`config.mk`:
```
export PLATFORM = sky130hd
export DESIGN_NAME = color_distance_soft_mask_flat
export DESIGN_NICKNAME = d
export VERILOG_FILES = /design/src/rtl/cdsm_pkg.sv /design/src/rtl/cdsm_req_if.sv /design/src/rtl/cdsm_rsp_if.sv /design/src/rtl/cdsm_sqdist.sv /design/src/rtl/cdsm_sqrt_cell.sv /design/src/rtl/cdsm_level.sv /design/src/rtl/color_distance_soft_mask.sv /design/src/flat_wrapper.sv
export SDC_FILE = /design/constraint.sdc
export NUM_CORES = 1
export LEC_CHECK = 0
export BUFFER_PORTS_ARGS = -buffer_cell sky130_fd_sc_hd__buf_2
export CAP_MARGIN = 15
export CELL_PAD_IN_SITES_DETAIL_PLACEMENT = 1
export CELL_PAD_IN_SITES_GLOBAL_PLACEMENT = 1
export CORE_AREA = 3 3 267 269
export CTS_BUF_LIST = sky130_fd_sc_hd__clkbuf_2 sky130_fd_sc_hd__clkbuf_4 sky130_fd_sc_hd__clkbuf_8
export DETAILED_ROUTE_END_ITERATION = 8
export DIE_AREA = 0 0 270 272
export HOLD_SLACK_MARGIN = 0.02
export PLACE_DENSITY = 0.56
export SLEW_MARGIN = 25
export SYNTH_ARGS = -nofsm -noshare
export SYNTH_HDL_FRONTEND = slang
export SYNTH_SLANG_ARGS = --single-unit
export TNS_END_PERCENT = 10
```
`constraint.sdc`:
```
create_clock -name clock -period 14.65 [get_ports clock]
set_input_delay 1.465 -clock clock [delete_from_list [all_inputs] [get_ports clock]]
set_output_delay 1.465 -clock clock [all_outputs]
set_load 0.005 [all_outputs]
```
`src/rtl/cdsm_pkg.sv`:
```
package cdsm_pkg;

   localparam int ThrW      = 9;
   localparam int ChanW     = 8;
   localparam int SqW       = 2 * ChanW;
   localparam int SumW      = 18;
   localparam int RootW     = 19;
   localparam int SqrtCells = 10;
   localparam int CsrIdxW   = 3;
   localparam int CsrDataW  = 9;
   localparam int TblDepth  = 256;

   localparam logic [ChanW-1:0] FullLevel  = 8'd200;
   localparam logic [ThrW-1:0]  ResetLow   = 9'd25;
   localparam logic [ThrW-1:0]  ResetHigh  = 9'd35;
   localparam logic [ChanW-1:0] ResetRefB  = 8'd36;
   localparam logic [ChanW-1:0] ResetRefG  = 8'd52;
   localparam logic [ChanW-1:0] ResetRefR  = 8'd66;
   localparam logic [RootW-1:0] FirstBit   = 19'h40000;

   typedef enum logic [CsrIdxW-1:0] {
      CSR_LOW_THRESHOLD  = 3'd0,
      CSR_HIGH_THRESHOLD = 3'd1,
      CSR_REF_BLUE       = 3'd2,
      CSR_REF_GREEN      = 3'd3,
      CSR_REF_RED        = 3'd4
   } csr_index_type;

   typedef struct packed {
      logic             valid;
      logic [SumW-1:0]  rem;
      logic [RootW-1:0] root;
      logic [RootW-1:0] bitpos;
   } cell_type;

   typedef logic [ChanW-1:0] slope_tbl_type [TblDepth];

   // magnitude of the ramp slope, indexed by high minus low
   function automatic slope_tbl_type build_slope_tbl();
      slope_tbl_type t;
      int q;
      int r;
      for (int d = 0; d < TblDepth; d++) begin
         q = 0;
         r = int'(FullLevel);
         if (d != 0) begin
            while (r >= d) begin
               r = r - d;
               q = q + 1;
            end
         end
         t[d] = q[ChanW-1:0];
      end
      return t;
   endfunction

   localparam slope_tbl_type SlopeTbl = build_slope_tbl();

endpackage

```
`src/rtl/cdsm_req_if.sv`:
```
interface cdsm_req_if;
   logic                        valid;
   logic                        ready;
   logic [cdsm_pkg::ChanW-1:0]  blue;
   logic [cdsm_pkg::ChanW-1:0]  green;
   logic [cdsm_pkg::ChanW-1:0]  red;

   modport source (output valid, output blue, output green, output red, input ready);
   modport sink (input valid, input blue, input green, input red, output ready);
endinterface

```
`src/rtl/cdsm_rsp_if.sv`:
```
interface cdsm_rsp_if;
   logic                        valid;
   logic                        ready;
   logic [cdsm_pkg::ChanW-1:0]  mask_level;

   modport source (output valid, output mask_level, input ready);
   modport sink (input valid, input mask_level, output ready);
endinterface

```
`src/rtl/cdsm_sqdist.sv`:
```
module cdsm_sqdist (
   input  logic                          clock,
   input  logic                          reset,
   input  logic                          advance,
   input  logic                          in_valid,
   input  logic [cdsm_pkg::ChanW-1:0]    blue,
   input  logic [cdsm_pkg::ChanW-1:0]    green,
   input  logic [cdsm_pkg::ChanW-1:0]    red,
   input  logic [cdsm_pkg::ChanW-1:0]    ref_blue,
   input  logic [cdsm_pkg::ChanW-1:0]    ref_green,
   input  logic [cdsm_pkg::ChanW-1:0]    ref_red,
   output cdsm_pkg::cell_type            out_cell
);

   logic [cdsm_pkg::ChanW-1:0] db, dg, dr;
   logic [cdsm_pkg::SqW-1:0]   sq_b_ff, sq_g_ff, sq_r_ff;
   logic [cdsm_pkg::SqW-1:0]   sq_b_in, sq_g_in, sq_r_in;
   logic                       sq_valid_ff;
   logic [cdsm_pkg::SumW-1:0]  sum_in, sum_ff;
   logic                       sum_valid_ff;

   assign db = (blue  > ref_blue)  ? blue  - ref_blue  : ref_blue  - blue;
   assign dg = (green > ref_green) ? green - ref_green : ref_green - green;
   assign dr = (red   > ref_red)   ? red   - ref_red   : ref_red   - red;

   assign sq_b_in = {{cdsm_pkg::ChanW{1'b0}}, db} * {{cdsm_pkg::ChanW{1'b0}}, db};
   assign sq_g_in = {{cdsm_pkg::ChanW{1'b0}}, dg} * {{cdsm_pkg::ChanW{1'b0}}, dg};
   assign sq_r_in = {{cdsm_pkg::ChanW{1'b0}}, dr} * {{cdsm_pkg::ChanW{1'b0}}, dr};

   assign sum_in = {2'b00, sq_b_ff} + {2'b00, sq_g_ff} + {2'b00, sq_r_ff};

   always_ff @(posedge clock) begin
      if (reset) begin
         sq_valid_ff  <= 1'b0;
         sum_valid_ff <= 1'b0;
      end else if (advance) begin
         sq_valid_ff  <= in_valid;
         sum_valid_ff <= sq_valid_ff;
      end
   end

   always_ff @(posedge clock) begin
      if (advance) begin
         sq_b_ff <= sq_b_in;
         sq_g_ff <= sq_g_in;
         sq_r_ff <= sq_r_in;
         sum_ff  <= sum_in;
      end
   end

   assign out_cell.valid  = sum_valid_ff;
   assign out_cell.rem    = sum_ff;
   assign out_cell.root   = '0;
   assign out_cell.bitpos = cdsm_pkg::FirstBit;

endmodule

```
`src/rtl/cdsm_sqrt_cell.sv`:
```
module cdsm_sqrt_cell (
   input  logic               clock,
   input  logic               reset,
   input  logic               advance,
   input  cdsm_pkg::cell_type in_cell,
   output cdsm_pkg::cell_type out_cell
);

   logic [cdsm_pkg::RootW:0] trial;
   logic                     take;
   cdsm_pkg::cell_type       cell_in, cell_ff;

   assign trial = {1'b0, in_cell.root} + {1'b0, in_cell.bitpos};
   assign take  = {{(cdsm_pkg::RootW + 1 - cdsm_pkg::SumW){1'b0}}, in_cell.rem} >= trial;

   always_comb begin
      cell_in        = in_cell;
      cell_in.bitpos = in_cell.bitpos >> 2;
      if (take) begin
         cell_in.rem  = in_cell.rem - trial[cdsm_pkg::SumW-1:0];
         cell_in.root = (in_cell.root >> 1) + in_cell.bitpos;
      end else begin
         cell_in.root = in_cell.root >> 1;
      end
   end

   always_ff @(posedge clock) begin
      if (reset) begin
         cell_ff.valid <= 1'b0;
      end else if (advance) begin
         cell_ff <= cell_in;
      end
   end

   assign out_cell = cell_ff;

endmodule

```
`src/rtl/cdsm_level.sv`:
```
module cdsm_level (
   input  logic                         clock,
   input  logic                         reset,
   input  logic                         advance,
   input  cdsm_pkg::cell_type           in_cell,
   input  logic [cdsm_pkg::ThrW-1:0]    low_threshold,
   input  logic [cdsm_pkg::ThrW-1:0]    high_threshold,
   output logic                         out_valid,
   output logic [cdsm_pkg::ChanW-1:0]   out_level
);

   logic [cdsm_pkg::ThrW-1:0]  distance;
   logic [cdsm_pkg::ThrW:0]    span;
   logic                       full_in, full_ff;
   logic                       zero_in, zero_ff;
   logic [cdsm_pkg::ChanW-1:0] slope_in, slope_ff;
   logic [cdsm_pkg::ChanW-1:0] diff_in, diff_ff;
   logic                       map_valid_ff;
   logic [2*cdsm_pkg::ChanW-1:0] prod;
   logic [cdsm_pkg::ChanW-1:0] level_in, level_ff;
   logic                       valid_ff;

   assign distance = in_cell.root[cdsm_pkg::ThrW-1:0];
   assign full_in  = distance <= low_threshold;
   assign zero_in  = distance > high_threshold;
   assign span     = {1'b0, high_threshold} - {1'b0, low_threshold};
   assign slope_in = (span > {2'b00, cdsm_pkg::FullLevel}) ? '0
                     : cdsm_pkg::SlopeTbl[span[cdsm_pkg::ChanW-1:0]];
   assign diff_in  = distance[cdsm_pkg::ChanW-1:0] - low_threshold[cdsm_pkg::ChanW-1:0];

   assign prod = {{cdsm_pkg::ChanW{1'b0}}, slope_ff} * {{cdsm_pkg::ChanW{1'b0}}, diff_ff};

   always_comb begin
      if (full_ff) begin
         level_in = cdsm_pkg::FullLevel;
      end else if (zero_ff) begin
         level_in = '0;
      end else begin
         level_in = cdsm_pkg::FullLevel - prod[cdsm_pkg::ChanW-1:0];
      end
   end

   always_ff @(posedge clock) begin
      if (reset) begin
         map_valid_ff <= 1'b0;
         valid_ff     <= 1'b0;
      end else if (advance) begin
         map_valid_ff <= in_cell.valid;
         valid_ff     <= map_valid_ff;
      end
   end

   always_ff @(posedge clock) begin
      if (advance) begin
         full_ff  <= full_in;
         zero_ff  <= zero_in;
         slope_ff <= slope_in;
         diff_ff  <= diff_in;
         level_ff <= level_in;
      end
   end

   assign out_valid = valid_ff;
   assign out_level = level_ff;

endmodule

```
`src/rtl/color_distance_soft_mask.sv`:
```
// channel    dir   handshake      payload
// req_chan   in    valid/ready    blue, green, red (8b each)
// rsp_chan   out   valid/ready    mask_level (8b)
// csr_*      in    csr_we         csr_index (3b), csr_wdata (9b)
//
// One request per cycle while the response is not stalled. Stages: two for the squared
// distance, ten square-root cells (one root bit each), two for the level ramp.
// Synchronous active-high reset; valid flags and the configuration registers return to their reset values.
// A stalled response freezes the whole pipeline; req_chan.ready follows it.
module color_distance_soft_mask (
   input  logic                            clock,
   input  logic                            reset,
   cdsm_req_if.sink                        req_chan,
   cdsm_rsp_if.source                      rsp_chan,
   input  logic                            csr_we,
   input  logic [cdsm_pkg::CsrIdxW-1:0]    csr_index,
   input  logic [cdsm_pkg::CsrDataW-1:0]   csr_wdata
);

   logic                       advance;
   logic [cdsm_pkg::ThrW-1:0]  low_ff, high_ff;
   logic [cdsm_pkg::ChanW-1:0] ref_b_ff, ref_g_ff, ref_r_ff;
   cdsm_pkg::cell_type         chain [cdsm_pkg::SqrtCells+1];
   logic                       out_valid;
   logic [cdsm_pkg::ChanW-1:0] out_level;

   assign advance        = !out_valid || rsp_chan.ready;
   assign req_chan.ready = advance;

   always_ff @(posedge clock) begin
      if (reset) begin
         low_ff   <= cdsm_pkg::ResetLow;
         high_ff  <= cdsm_pkg::ResetHigh;
         ref_b_ff <= cdsm_pkg::ResetRefB;
         ref_g_ff <= cdsm_pkg::ResetRefG;
         ref_r_ff <= cdsm_pkg::ResetRefR;
      end else if (csr_we) begin
         case (cdsm_pkg::csr_index_type'(csr_index))
            cdsm_pkg::CSR_LOW_THRESHOLD:  low_ff   <= csr_wdata;
            cdsm_pkg::CSR_HIGH_THRESHOLD: high_ff  <= csr_wdata;
            cdsm_pkg::CSR_REF_BLUE:       ref_b_ff <= csr_wdata[cdsm_pkg::ChanW-1:0];
            cdsm_pkg::CSR_REF_GREEN:      ref_g_ff <= csr_wdata[cdsm_pkg::ChanW-1:0];
            cdsm_pkg::CSR_REF_RED:        ref_r_ff <= csr_wdata[cdsm_pkg::ChanW-1:0];
            default: ;
         endcase
      end
   end

   cdsm_sqdist u_sqdist (
      .clock     (clock),
      .reset     (reset),
      .advance   (advance),
      .in_valid  (req_chan.valid),
      .blue      (req_chan.blue),
      .green     (req_chan.green),
      .red       (req_chan.red),
      .ref_blue  (ref_b_ff),
      .ref_green (ref_g_ff),
      .ref_red   (ref_r_ff),
      .out_cell  (chain[0])
   );

   for (genvar i = 0; i < cdsm_pkg::SqrtCells; i++) begin : g_cell
      cdsm_sqrt_cell u_cell (
         .clock    (clock),
         .reset    (reset),
         .advance  (advance),
         .in_cell  (chain[i]),
         .out_cell (chain[i+1])
      );
   end

   cdsm_level u_level (
      .clock          (clock),
      .reset          (reset),
      .advance        (advance),
      .in_cell        (chain[cdsm_pkg::SqrtCells]),
      .low_threshold  (low_ff),
      .high_threshold (high_ff),
      .out_valid      (out_valid),
      .out_level      (out_level)
   );

   assign rsp_chan.valid      = out_valid;
   assign rsp_chan.mask_level = out_level;

endmodule

```
`src/flat_wrapper.sv`:
```
// flat-port wrapper written by rule: the top's interface ports become plain ports
module color_distance_soft_mask_flat 
  (clock, reset, csr_we, csr_index, csr_wdata, req_chan_valid, req_chan_blue, req_chan_green, req_chan_red, req_chan_ready, rsp_chan_valid, rsp_chan_mask_level, rsp_chan_ready);
  cdsm_req_if req_chan_i ();
  cdsm_rsp_if rsp_chan_i ();
  input  logic clock;
  input  logic reset;
  input  logic csr_we;
  input  logic [cdsm_pkg::CsrIdxW-1:0] csr_index;
  input  logic [cdsm_pkg::CsrDataW-1:0] csr_wdata;
  input wire logic [$bits(req_chan_i.valid)-1:0] req_chan_valid;
  input wire logic [$bits(req_chan_i.blue)-1:0] req_chan_blue;
  input wire logic [$bits(req_chan_i.green)-1:0] req_chan_green;
  input wire logic [$bits(req_chan_i.red)-1:0] req_chan_red;
  output wire logic [$bits(req_chan_i.ready)-1:0] req_chan_ready;
  output wire logic [$bits(rsp_chan_i.valid)-1:0] rsp_chan_valid;
  output wire logic [$bits(rsp_chan_i.mask_level)-1:0] rsp_chan_mask_level;
  input wire logic [$bits(rsp_chan_i.ready)-1:0] rsp_chan_ready;
  assign req_chan_i.valid = req_chan_valid;
  assign req_chan_i.blue = req_chan_blue;
  assign req_chan_i.green = req_chan_green;
  assign req_chan_i.red = req_chan_red;
  assign req_chan_ready = req_chan_i.ready;
  assign rsp_chan_valid = rsp_chan_i.valid;
  assign rsp_chan_mask_level = rsp_chan_i.mask_level;
  assign rsp_chan_i.ready = rsp_chan_ready;
  color_distance_soft_mask u_core (.clock(clock), .reset(reset), .req_chan(req_chan_i), .rsp_chan(rsp_chan_i), .csr_we(csr_we), .csr_index(csr_index), .csr_wdata(csr_wdata));
endmodule
```
==> results.toml, run 1 <==
[yosys]
synth_edf_count = 296
synthTopCellsByArea = "edfxtp_1 37%, ha_1 13%, fa_1 9.3%"
syn_nets = 2681
synthArstFlopShare = 0
yosysMostFrequentCell = "inv_1"
avgSynthCellArea_um2 = 10.6
synthCells = 2274
synth_top_cell_by_area = "edfxtp_1"
yosys_warnings = 0
synth_top_area_frac = 0.370
netlist_area_mm2 = 0.0240
ys_seq_elements = 352
seq_area_frac_synth = 0.416
ys_top_cells_by_count = "330 x inv_1, 296 x edfxtp_1, 254 x ha_1, 186 x nor2_1, 177 x nand2_1"
synth_cell_types = 87
yosys_most_used_dff = "edfxtp_1"

[routing]
first_pass_iters = 4
vias_per_cell = 4.86
drt_iter0_drc = 808
post-route-drc-count = 0
vias = 16200
avgRoutedWirePerCell_um = 16.5
drt_wl_total_um = 55100
antenna_left = 0

[floorplanning]
start_util = 0.349
die_x_um = 270
core.rowCount = 96
coreArea_mm2 = 0.0688
die_h_um = 272
io_pins = 51
die-area_mm2 = 0.0734

[critical_path]
path_class = "input pin to flip-flop"
reg2reg_from = "u_core.ref_b_ff[1]$_SDFFE_PP0P_"
worstSetupStartpointType = "input pin"
critPathMaxFanout = 11
rr_worst_depth = 27
crit_path_end_kind = "flip-flop"
cp_slowest_cell = "xnor2_1"
arrival_ps = 8850
crit_buf_inv = 6
rrSetupSlack_ps = 6780
critical_path.max_stage_delay_ps = 760
worstReg2RegEnd = "u_core.u_sqdist.sq_b_ff[15]$_DFFE_PN_"
required_ps = 15000
crit_family = "adder cells"

[clock_tree]
cts_max_path_buffers = 3
cts_tree = "done"
clock_latency_ps = 640
cts-root-buf = "clkbuf_8"
clk_pin_slew_worst_paths_ps = 60
cts_buffers = 66
clock-sinks = 352
cts_resized = 0
cts_setup_buffers = 0
htree_levels = 3
ctsHoldBuffers = 0

[sta]
skew_ps = 33.5
tightest_slew_ps = 954
holdWs_ps = 414
rsz0062_at_grt = "no"
setup_viol = 0
slew_violations = 0
relSlewSlack = 0.360
fmax_mhz = 118
fin_crit_ps = 8500
finalCritPeriodShare = 0.580
tns_ps = 0
finalHoldViolCount = 0

[run]
maxCapViolCount = 0

[grt]
grt_pass1_vias = 17800
grt_pass1_wl_um = 92300
antenna_found_initial = 2
grt_max_degree = 205
grt_overflow_total = 0
track_usage = 0.155

[hold_path]
min_to = "u_core.g_cell[0].u_cell.out_cell[50]$_DFFE_PP_"
worstHoldPathCells = 0
hold_start = "u_core.u_sqdist.sum_ff[12]$_DFFE_PN_"
hp-class = "flip-flop to flip-flop"

[cells_and_area]
drive_gt1_frac = 0.0907
syn2layout_area_growth_pct = 10.9
fin_nets = 2764

[placement]
dp_hpwl_um = 42800
numPortBuffers = 50
place_congestion = 0.813

[status]
status = "finished clean"

[power_and_ir_drop]
ir_drop_v = 0.000168
p_per_area_mw_per_mm2 = 226
leakagePower_nw = 11.5
-- layer usage --
layer,wire length [µm],vias to the layer above,GRT usage
met5,0,-,0
met4,1390,0,0.0510
met3,1650,86,0.0226
met2,27000,177,0.270
met1,25100,7973,0.197
li1,-,7960,-
-- sequential cells by signal, indices dropped and copies added (netlist names), 9 cells and up --
name and count:
u_core.g_cell.u_cell.out_cell 217, u_core.high_ff 9, u_core.low_ff 9, u_core.u_sqdist.sq_b_ff 15, u_core.u_sqdist.sq_g_ff 15, u_core.u_sqdist.sq_r_ff 15, u_core.u_sqdist.sum_ff 18
-- cell families after synthesis --
kind of cell    after synthesis  synth area share
compound gates              369             0.101
mux                          33            0.0149
simple gates                630             0.126
fa+ha+maj                   366             0.225
buf+inv                     373            0.0601
flops                       352             0.416
xor+xnor                    151            0.0562
-- cell usage in the layout, fill, tap and decap left out, types with 69 or more instances in the layout --
cell type,n
nor2_1,184
clkbuf_8,69
nand2_1,177
o21ai_0,77
xnor2_1,96
edfxtp_1,296
a21oi_1,108
fa_1,112
ha_1,254
inv_1,329
-- worst register-to-register path: cells and delay by family, from the launching register on --
kind                       cells  cell delay [ps]
AOI/OAI and AO/OA              9             2020
buffers and inverters          4              340
and+or+nand+nor                5              690
xor gates and xnor gates       2             1080
muxes                          1              420
adders and majority gates      6             2630
DFF                            1              420
-- through the flow --
stage	util	setup WS, ps	instances	area (µm²)	power, mW
6_report	0.388	6150	3335	26700	6.02
5_1_grt	0.388	5610	3335	26700	6.68
4_1_cts	0.387	6260	3333	26600	6.15
3_5_place_dp	0.368	5600	3219	25300	5.11
3_3_place_gp	0.368	5850	3219	25300	5.09
2_1_floorplan	-	3390	2274	24000	4.23
-- power by group --
group	leakage, nW	internal (mW)	total (mW)	switching (mW)
clock	0.683	0.512	0.936	0.424
sequential	3.41	1.54	1.68	0.139
combinational	7.37	1.48	3.41	1.93
total	11.5	3.53	6.02	2.50
-- worst max path at each step --
stage | startpoint | endpoint | slack (ps) | cells past startpoint
2_1_floorplan | reset | u_core.g_cell[0].u_cell.out_cell[38]$_DFFE_PP_ | 3390 | 3
3_3_place_gp | req_chan_blue[0] | u_core.u_sqdist.sq_b_ff[15]$_DFFE_PN_ | 5850 | 30
3_5_place_dp | req_chan_blue[0] | u_core.u_sqdist.sq_b_ff[15]$_DFFE_PN_ | 5600 | 30
4_1_cts | req_chan_blue[0] | u_core.u_sqdist.sq_b_ff[15]$_DFFE_PN_ | 6260 | 30
5_1_grt | req_chan_blue[0] | u_core.u_sqdist.sq_b_ff[15]$_DFFE_PN_ | 5610 | 30
6_report | req_chan_blue[0] | u_core.u_sqdist.sq_b_ff[15]$_DFFE_PN_ | 6150 | 30
-- final cells by class --
type / count / area [µm²]
Fill cell: 7641 / 42200
Multi-Input combinational cell: 1549 / 12600
Sequential cell: 352 / 10000
Inverter: 330 / 1240
Tap cell: 931 / 1160
Clock buffer: 90 / 1110
Timing Repair Buffer: 58 / 343
Clock inverter: 24 / 168
Antenna cell: 1 / 2.50
No activity file was read; power rests on OpenSTA's default activity.
==> inputs of run 2 (changes only) <==
--- a/config.mk
+++ b/config.mk
@@ -14,7 +14,7 @@
 export DETAILED_ROUTE_END_ITERATION = 8
 export DIE_AREA = 0 0 270 272
 export HOLD_SLACK_MARGIN = 0.02
-export PLACE_DENSITY = 0.56
+export PLACE_DENSITY = 0.58
 export SLEW_MARGIN = 25
 export SYNTH_ARGS = -nofsm -noshare
 export SYNTH_HDL_FRONTEND = slang
==> constraint.sdc (replaced) <==
create_clock -name clock -period 7.28 [get_ports clock]
set_input_delay 0.728 -clock clock [delete_from_list [all_inputs] [get_ports clock]]
set_output_delay 0.728 -clock clock [all_outputs]
set_load 0.005 [all_outputs]
==> results.toml, run 2 (synthesis results as in run 1) <==
[floorplanning]
core.rowCount = 96
die_x_um = 270
io_pins = 51
start_util = 0.349
die_h_um = 272
coreArea_mm2 = 0.0688
die-area_mm2 = 0.0734

[sta]
finalCritPeriodShare = 0.941
slew_violations = 0
relSlewSlack = 0.384
fmax_mhz = 146
tightest_slew_ps = 921
fin_crit_ps = 6850
holdWs_ps = 363
finalHoldViolCount = 0
setup_slack_ps = 426
tns_ps = 0
rsz0062_at_grt = "no"
setup_viol = 0
skew_ps = 28.9

[placement]
place_worst_setup_slack_ps = -297
place_congestion = 0.793
dp_hpwl_um = 43500
placed_cell_area_mm2 = 0.0261
dp_cells = 3323
numPortBuffers = 50

[cells_and_area]
mostFrequentLayoutCell = "inv_1"
seq_area_mm2 = 0.0100
fin_util = 0.400
final_area_mm2 = 0.0275
largest_reg_flops = 217
drive_gt1_frac = 0.130
layout.cells.non_filler = 3445
mostFrequentLayoutCells = "329 x inv_1, 296 x edfxtp_1, 254 x ha_1"
fin_nets = 2870
num-fill-cells = 7664
syn2layout_area_growth_pct = 14.5
multi_input_comb_area_mm2 = 0.0127

[critical_path]
arrival_ps = 7220
cp_common_cell = "fa_1"
worstSetupStartpointType = "flip-flop"
rrSetupSlack_ps = 430
critPathMaxFanout = 8
required_ps = 7650
crit_buf_inv = 5
crit_family = "adder cells"
path_class = "flip-flop to flip-flop"
crit_path_end_kind = "flip-flop"
cp_slowest_cell = "fa_1"
critical_path.max_stage_delay_ps = 550

[routing]
first_pass_iters = 4
drt_iter0_drc = 675
vias = 16500
antenna_left = 0
avgRoutedWirePerCell_um = 16.0
vias_per_cell = 4.78
drt_wl_total_um = 55000
post-route-drc-count = 0

[grt]
track_usage = 0.154
grt_overflow_total = 0
grt_pass1_wl_um = 91900
grt_max_degree = 208
antenna_found_initial = 2
grt_pass1_vias = 18100

[power_and_ir_drop]
p_per_area_mw_per_mm2 = 461
total_power_mw = 12.7
ir_drop_v = 0.000367
leakagePower_nw = 12.0

[clock_tree]
clk_pin_slew_worst_paths_ps = 60
ctsHoldBuffers = 0
clock-sinks = 352
cts_buffers = 66
cts_max_path_buffers = 3
clock_latency_ps = 640
cts-root-buf = "clkbuf_8"
cts_tree = "done"
htree_levels = 3

[hold_path]
hp-class = "input pin to flip-flop"

[status]
status = "finished clean"

[run]
maxCapViolCount = 0
[run 2: tightest hold or removal path, delay by kind of cell]
family	cells	cell delay, ps
buf+inv	1	100
simple gates	1	50
compound gates	1	60
[run 2: where the power goes]
group	total, mW	leakage, nW	switching [mW]	internal, mW
logic	7.50	7.91	3.98	3.51
registers	3.36	3.41	0.268	3.09
clock network	1.84	0.660	0.840	1.00
[run 2: final cells by class]
type,count,share of cell area
antenna,3,0.000273
timing repair buffer,164,0.0415
clock inverter,30,0.00723
clock buffer,86,0.0389
sequential,352,0.364
inverter,330,0.0451
tap,931,0.0423
multi-input combinational,1549,0.461
[run 2: what timing repair did]
| item | CTS | global route |
|---|---|---|
| resized for setup | 0 | 17 |
| buffers inserted | 0 | 2 |
| setup endpoints to repair | 0 | 3 |
[run 2: final timing paths]
path                            cells after the start                                            from                                        endpoint
worst max-delay path                               28                 u_core.ref_b_ff[1]$_SDFFE_PP0P_           u_core.u_sqdist.sq_b_ff[15]$_DFFE_PN_
worst max register to register                     28                 u_core.ref_b_ff[1]$_SDFFE_PP0P_           u_core.u_sqdist.sq_b_ff[15]$_DFFE_PN_
worst min-delay path                                3                                  req_chan_valid        u_core.u_sqdist.sq_valid_ff$_SDFFE_PP0N_
worst min register to register                      0  u_core.g_cell[0].u_cell.out_cell[48]$_DFFE_PP_  u_core.g_cell[1].u_cell.out_cell[48]$_DFFE_PP_
[run 2: routing by layer]
layer | GRT usage | up-vias | part of all wire
li1 | - | 8182 | -
met1 | 0.194 | 8052 | 0.46
met2 | 0.273 | 147 | 0.50
met3 | 0.0229 | 70 | 0.029
met4 | 0.0424 | 0 | 0.017
met5 | 0 | - | 0
==> inputs of run 3 (changes only) <==
--- a/config.mk
+++ b/config.mk
@@ -9,12 +9,13 @@
 export CAP_MARGIN = 15
 export CELL_PAD_IN_SITES_DETAIL_PLACEMENT = 1
 export CELL_PAD_IN_SITES_GLOBAL_PLACEMENT = 1
-export CORE_AREA = 3 3 267 269
+export CORE_AREA = 3 3 228 230
 export CTS_BUF_LIST = sky130_fd_sc_hd__clkbuf_2 sky130_fd_sc_hd__clkbuf_4 sky130_fd_sc_hd__clkbuf_8
+export CTS_CLUSTER_DIAMETER = 100
 export DETAILED_ROUTE_END_ITERATION = 8
-export DIE_AREA = 0 0 270 272
+export DIE_AREA = 0 0 231 233
 export HOLD_SLACK_MARGIN = 0.02
-export PLACE_DENSITY = 0.58
+export PLACE_DENSITY = 0.77
 export SLEW_MARGIN = 25
 export SYNTH_ARGS = -nofsm -noshare
 export SYNTH_HDL_FRONTEND = slang
==> constraint.sdc (replaced) <==
create_clock -name clock -period 6.2 [get_ports clock]
set_input_delay 0.62 -clock clock [delete_from_list [all_inputs] [get_ports clock]]
set_output_delay 0.62 -clock clock [all_outputs]
set_load 0.005 [all_outputs]
==> results.toml, run 3 (synthesis results as in run 1) <==
[status]
status = "finished, violations left"
violations = "setup timing"

[grt]
track_usage = 0.245
grt_max_degree = 201
antenna_found_initial = 0
grt_pass1_vias = 20500
grt_overflow_total = 0
grt_pass1_wl_um = 105000

[critical_path]
cp-endpoint = "u_core.u_sqdist.sq_b_ff[15]$_DFFE_PN_"
cp_slowest_cell = "fa_1"
rrSetupSlack_ps = -650
cp-startpoint = "u_core.ref_b_ff[7]$_SDFFE_PP0P_"
cp_common_cell = "fa_1"
crit_path_end_kind = "flip-flop"
worstSetupStartpointType = "flip-flop"
critical_path.max_stage_delay_ps = 570
rr_worst_depth = 29
path_class = "flip-flop to flip-flop"
required_ps = 6620
reg2reg_from = "u_core.ref_b_ff[7]$_SDFFE_PP0P_"
worstReg2RegEnd = "u_core.u_sqdist.sq_b_ff[15]$_DFFE_PN_"
critPathMaxFanout = 5
arrival_ps = 7260

[floorplanning]
io_pins = 51
die_x_um = 231
start_util = 0.480
core.rowCount = 82
die-area_mm2 = 0.0538
die_h_um = 233
coreArea_mm2 = 0.0501

[hold_path]
hp-class = "input pin to flip-flop"

[placement]
numPortBuffers = 50
placed_cell_area_mm2 = 0.0269
place_congestion = 0.865
dp_hpwl_um = 46900

[routing]
avgRoutedWirePerCell_um = 21.2
drt_wl_total_um = 70800
met2_length_um = 39100
vias_per_cell = 5.47
first_pass_iters = 5
antenna_left = 0
topRoutingLayerUsed = "met4"
drt_iter0_drc = 990
met3_length_um = 2560
post-route-drc-count = 0
vias = 18300
wl_met1_um = 26900

[sta]
finalCritPeriodShare = 1.10
finalHoldViolCount = 0
rsz0062_at_grt = "yes"
fin_crit_ps = 6850
setup_viol = 16
fmax_mhz = 146
setup_slack_ps = -646
holdWs_ps = 198
relSlewSlack = 0.319
tightest_slew_ps = 1020
skew_ps = 56.1
slew_violations = 0

[cells_and_area]
num-fill-cells = 5418
syn2layout_area_growth_pct = 21.8
antenna_cells = 0
mostFrequentLayoutCell = "inv_1"
fin_nets = 3031
drive_gt1_frac = 0.231
fin_util = 0.585
final_area_mm2 = 0.0293
mostFrequentLayoutCells = "319 x inv_1, 296 x edfxtp_1, 272 x buf_4"
largest_reg_flops = 217

[run]
maxCapViolCount = 0

[clock_tree]
cts_tree = "done"
clock_latency_ps = 700
clock-sinks = 352
cts_buffers = 58
clk_pin_slew_worst_paths_ps = 70
htree_levels = 2
ctsHoldBuffers = 0
cts_max_path_buffers = 3
cts-root-buf = "clkbuf_8"

[power_and_ir_drop]
p_per_area_mw_per_mm2 = 620
ir_drop_v = 0.000607
leakagePower_nw = 12.9
run 3: cell count changes in the layout (fill, tap and decap cells not counted), moves of 9 or more:
cell / change
a21oi_1: -9
buf_4: +161
ha_1: -22
ha_4: +17
inv_1: -10
inv_2: +10
nor2_1: -18
nor2_2: +12
run 3: per-layer routing:
metal | vias to the layer above | track usage
met5 | - | 0
met4 | 0 | 0.0850
met3 | 161 | 0.0411
met2 | 389 | 0.476
met1 | 9240 | 0.267
li1 | 8513 | -
run 3: power breakdown:
| part | internal, mW | total (mW) | switching (mW) |
|---|---|---|---|
| clock | 1.17 | 2.21 | 1.04 |
| combinational | 5.55 | 12.0 | 6.41 |
| sequential | 3.63 | 3.98 | 0.356 |
run 3: repair_timing:
action,in CTS,in global routing
cloned,0,0
gates resized for setup,81,106
buffers inserted,21,16
endpoints found under the setup margin,19,21
pin swaps,59,70
run 3: layout make-up:
| cell class | instances | area, µm² | share of cell area |
|---|---|---|---|
| Inverter | 330 | 1240 | 0.0424 |
| Clock buffer | 73 | 936 | 0.0320 |
| Tap cell | 672 | 841 | 0.0287 |
| Multi-Input combinational cell | 1549 | 13500 | 0.462 |
| Timing Repair Buffer | 333 | 2440 | 0.0834 |
| Clock inverter | 37 | 287 | 0.00978 |
| Sequential cell | 352 | 10000 | 0.342 |
run 3: worst max-delay path, delay by kind of cell, from the launching register on:
family / cells / cell delay [ps]
fa+ha+maj: 6 / 2590
compound gates: 7 / 1280
simple gates: 7 / 1200
buf+inv: 6 / 580
xor+xnor: 2 / 500
flops: 1 / 340
mux: 1 / 60
run 3: worst min-delay path by stage:
stage | startpoint | endpoint | slack [ps] | cells after the start
final | csr_wdata[8] | u_core.low_ff[8]$_SDFFE_PP0P_ | 200 | 3
after global routing | csr_wdata[8] | u_core.low_ff[8]$_SDFFE_PP0P_ | 170 | 3
after global placement | u_core.g_cell[0].u_cell.out_cell[51]$_DFFE_PP_ | u_core.g_cell[1].u_cell.out_cell[51]$_DFFE_PP_ | 400 | 0
after floorplan | u_core.u_sqdist.sum_ff[0]$_DFFE_PN_ | u_core.g_cell[0].u_cell.out_cell[38]$_DFFE_PP_ | 400 | 0
after detailed placement | u_core.u_sqdist.sum_ff[2]$_DFFE_PN_ | u_core.g_cell[0].u_cell.out_cell[40]$_DFFE_PP_ | 410 | 0
after CTS | csr_wdata[8] | u_core.low_ff[8]$_SDFFE_PP0P_ | 160 | 3
run 3: stage by stage:
stage                     setup slack (ps)  cells  TNS [ps]  total power, mW
after CTS                             -310   3329     -2070             16.6
after global placement                -888   3198    -11550             13.1
final                                 -646   3346     -5020             18.1
after global routing                  -799   3346     -8680             19.4
after floorplan                       -661   2274     -5660             10.1
after detailed placement             -1210   3198    -16740             13.6
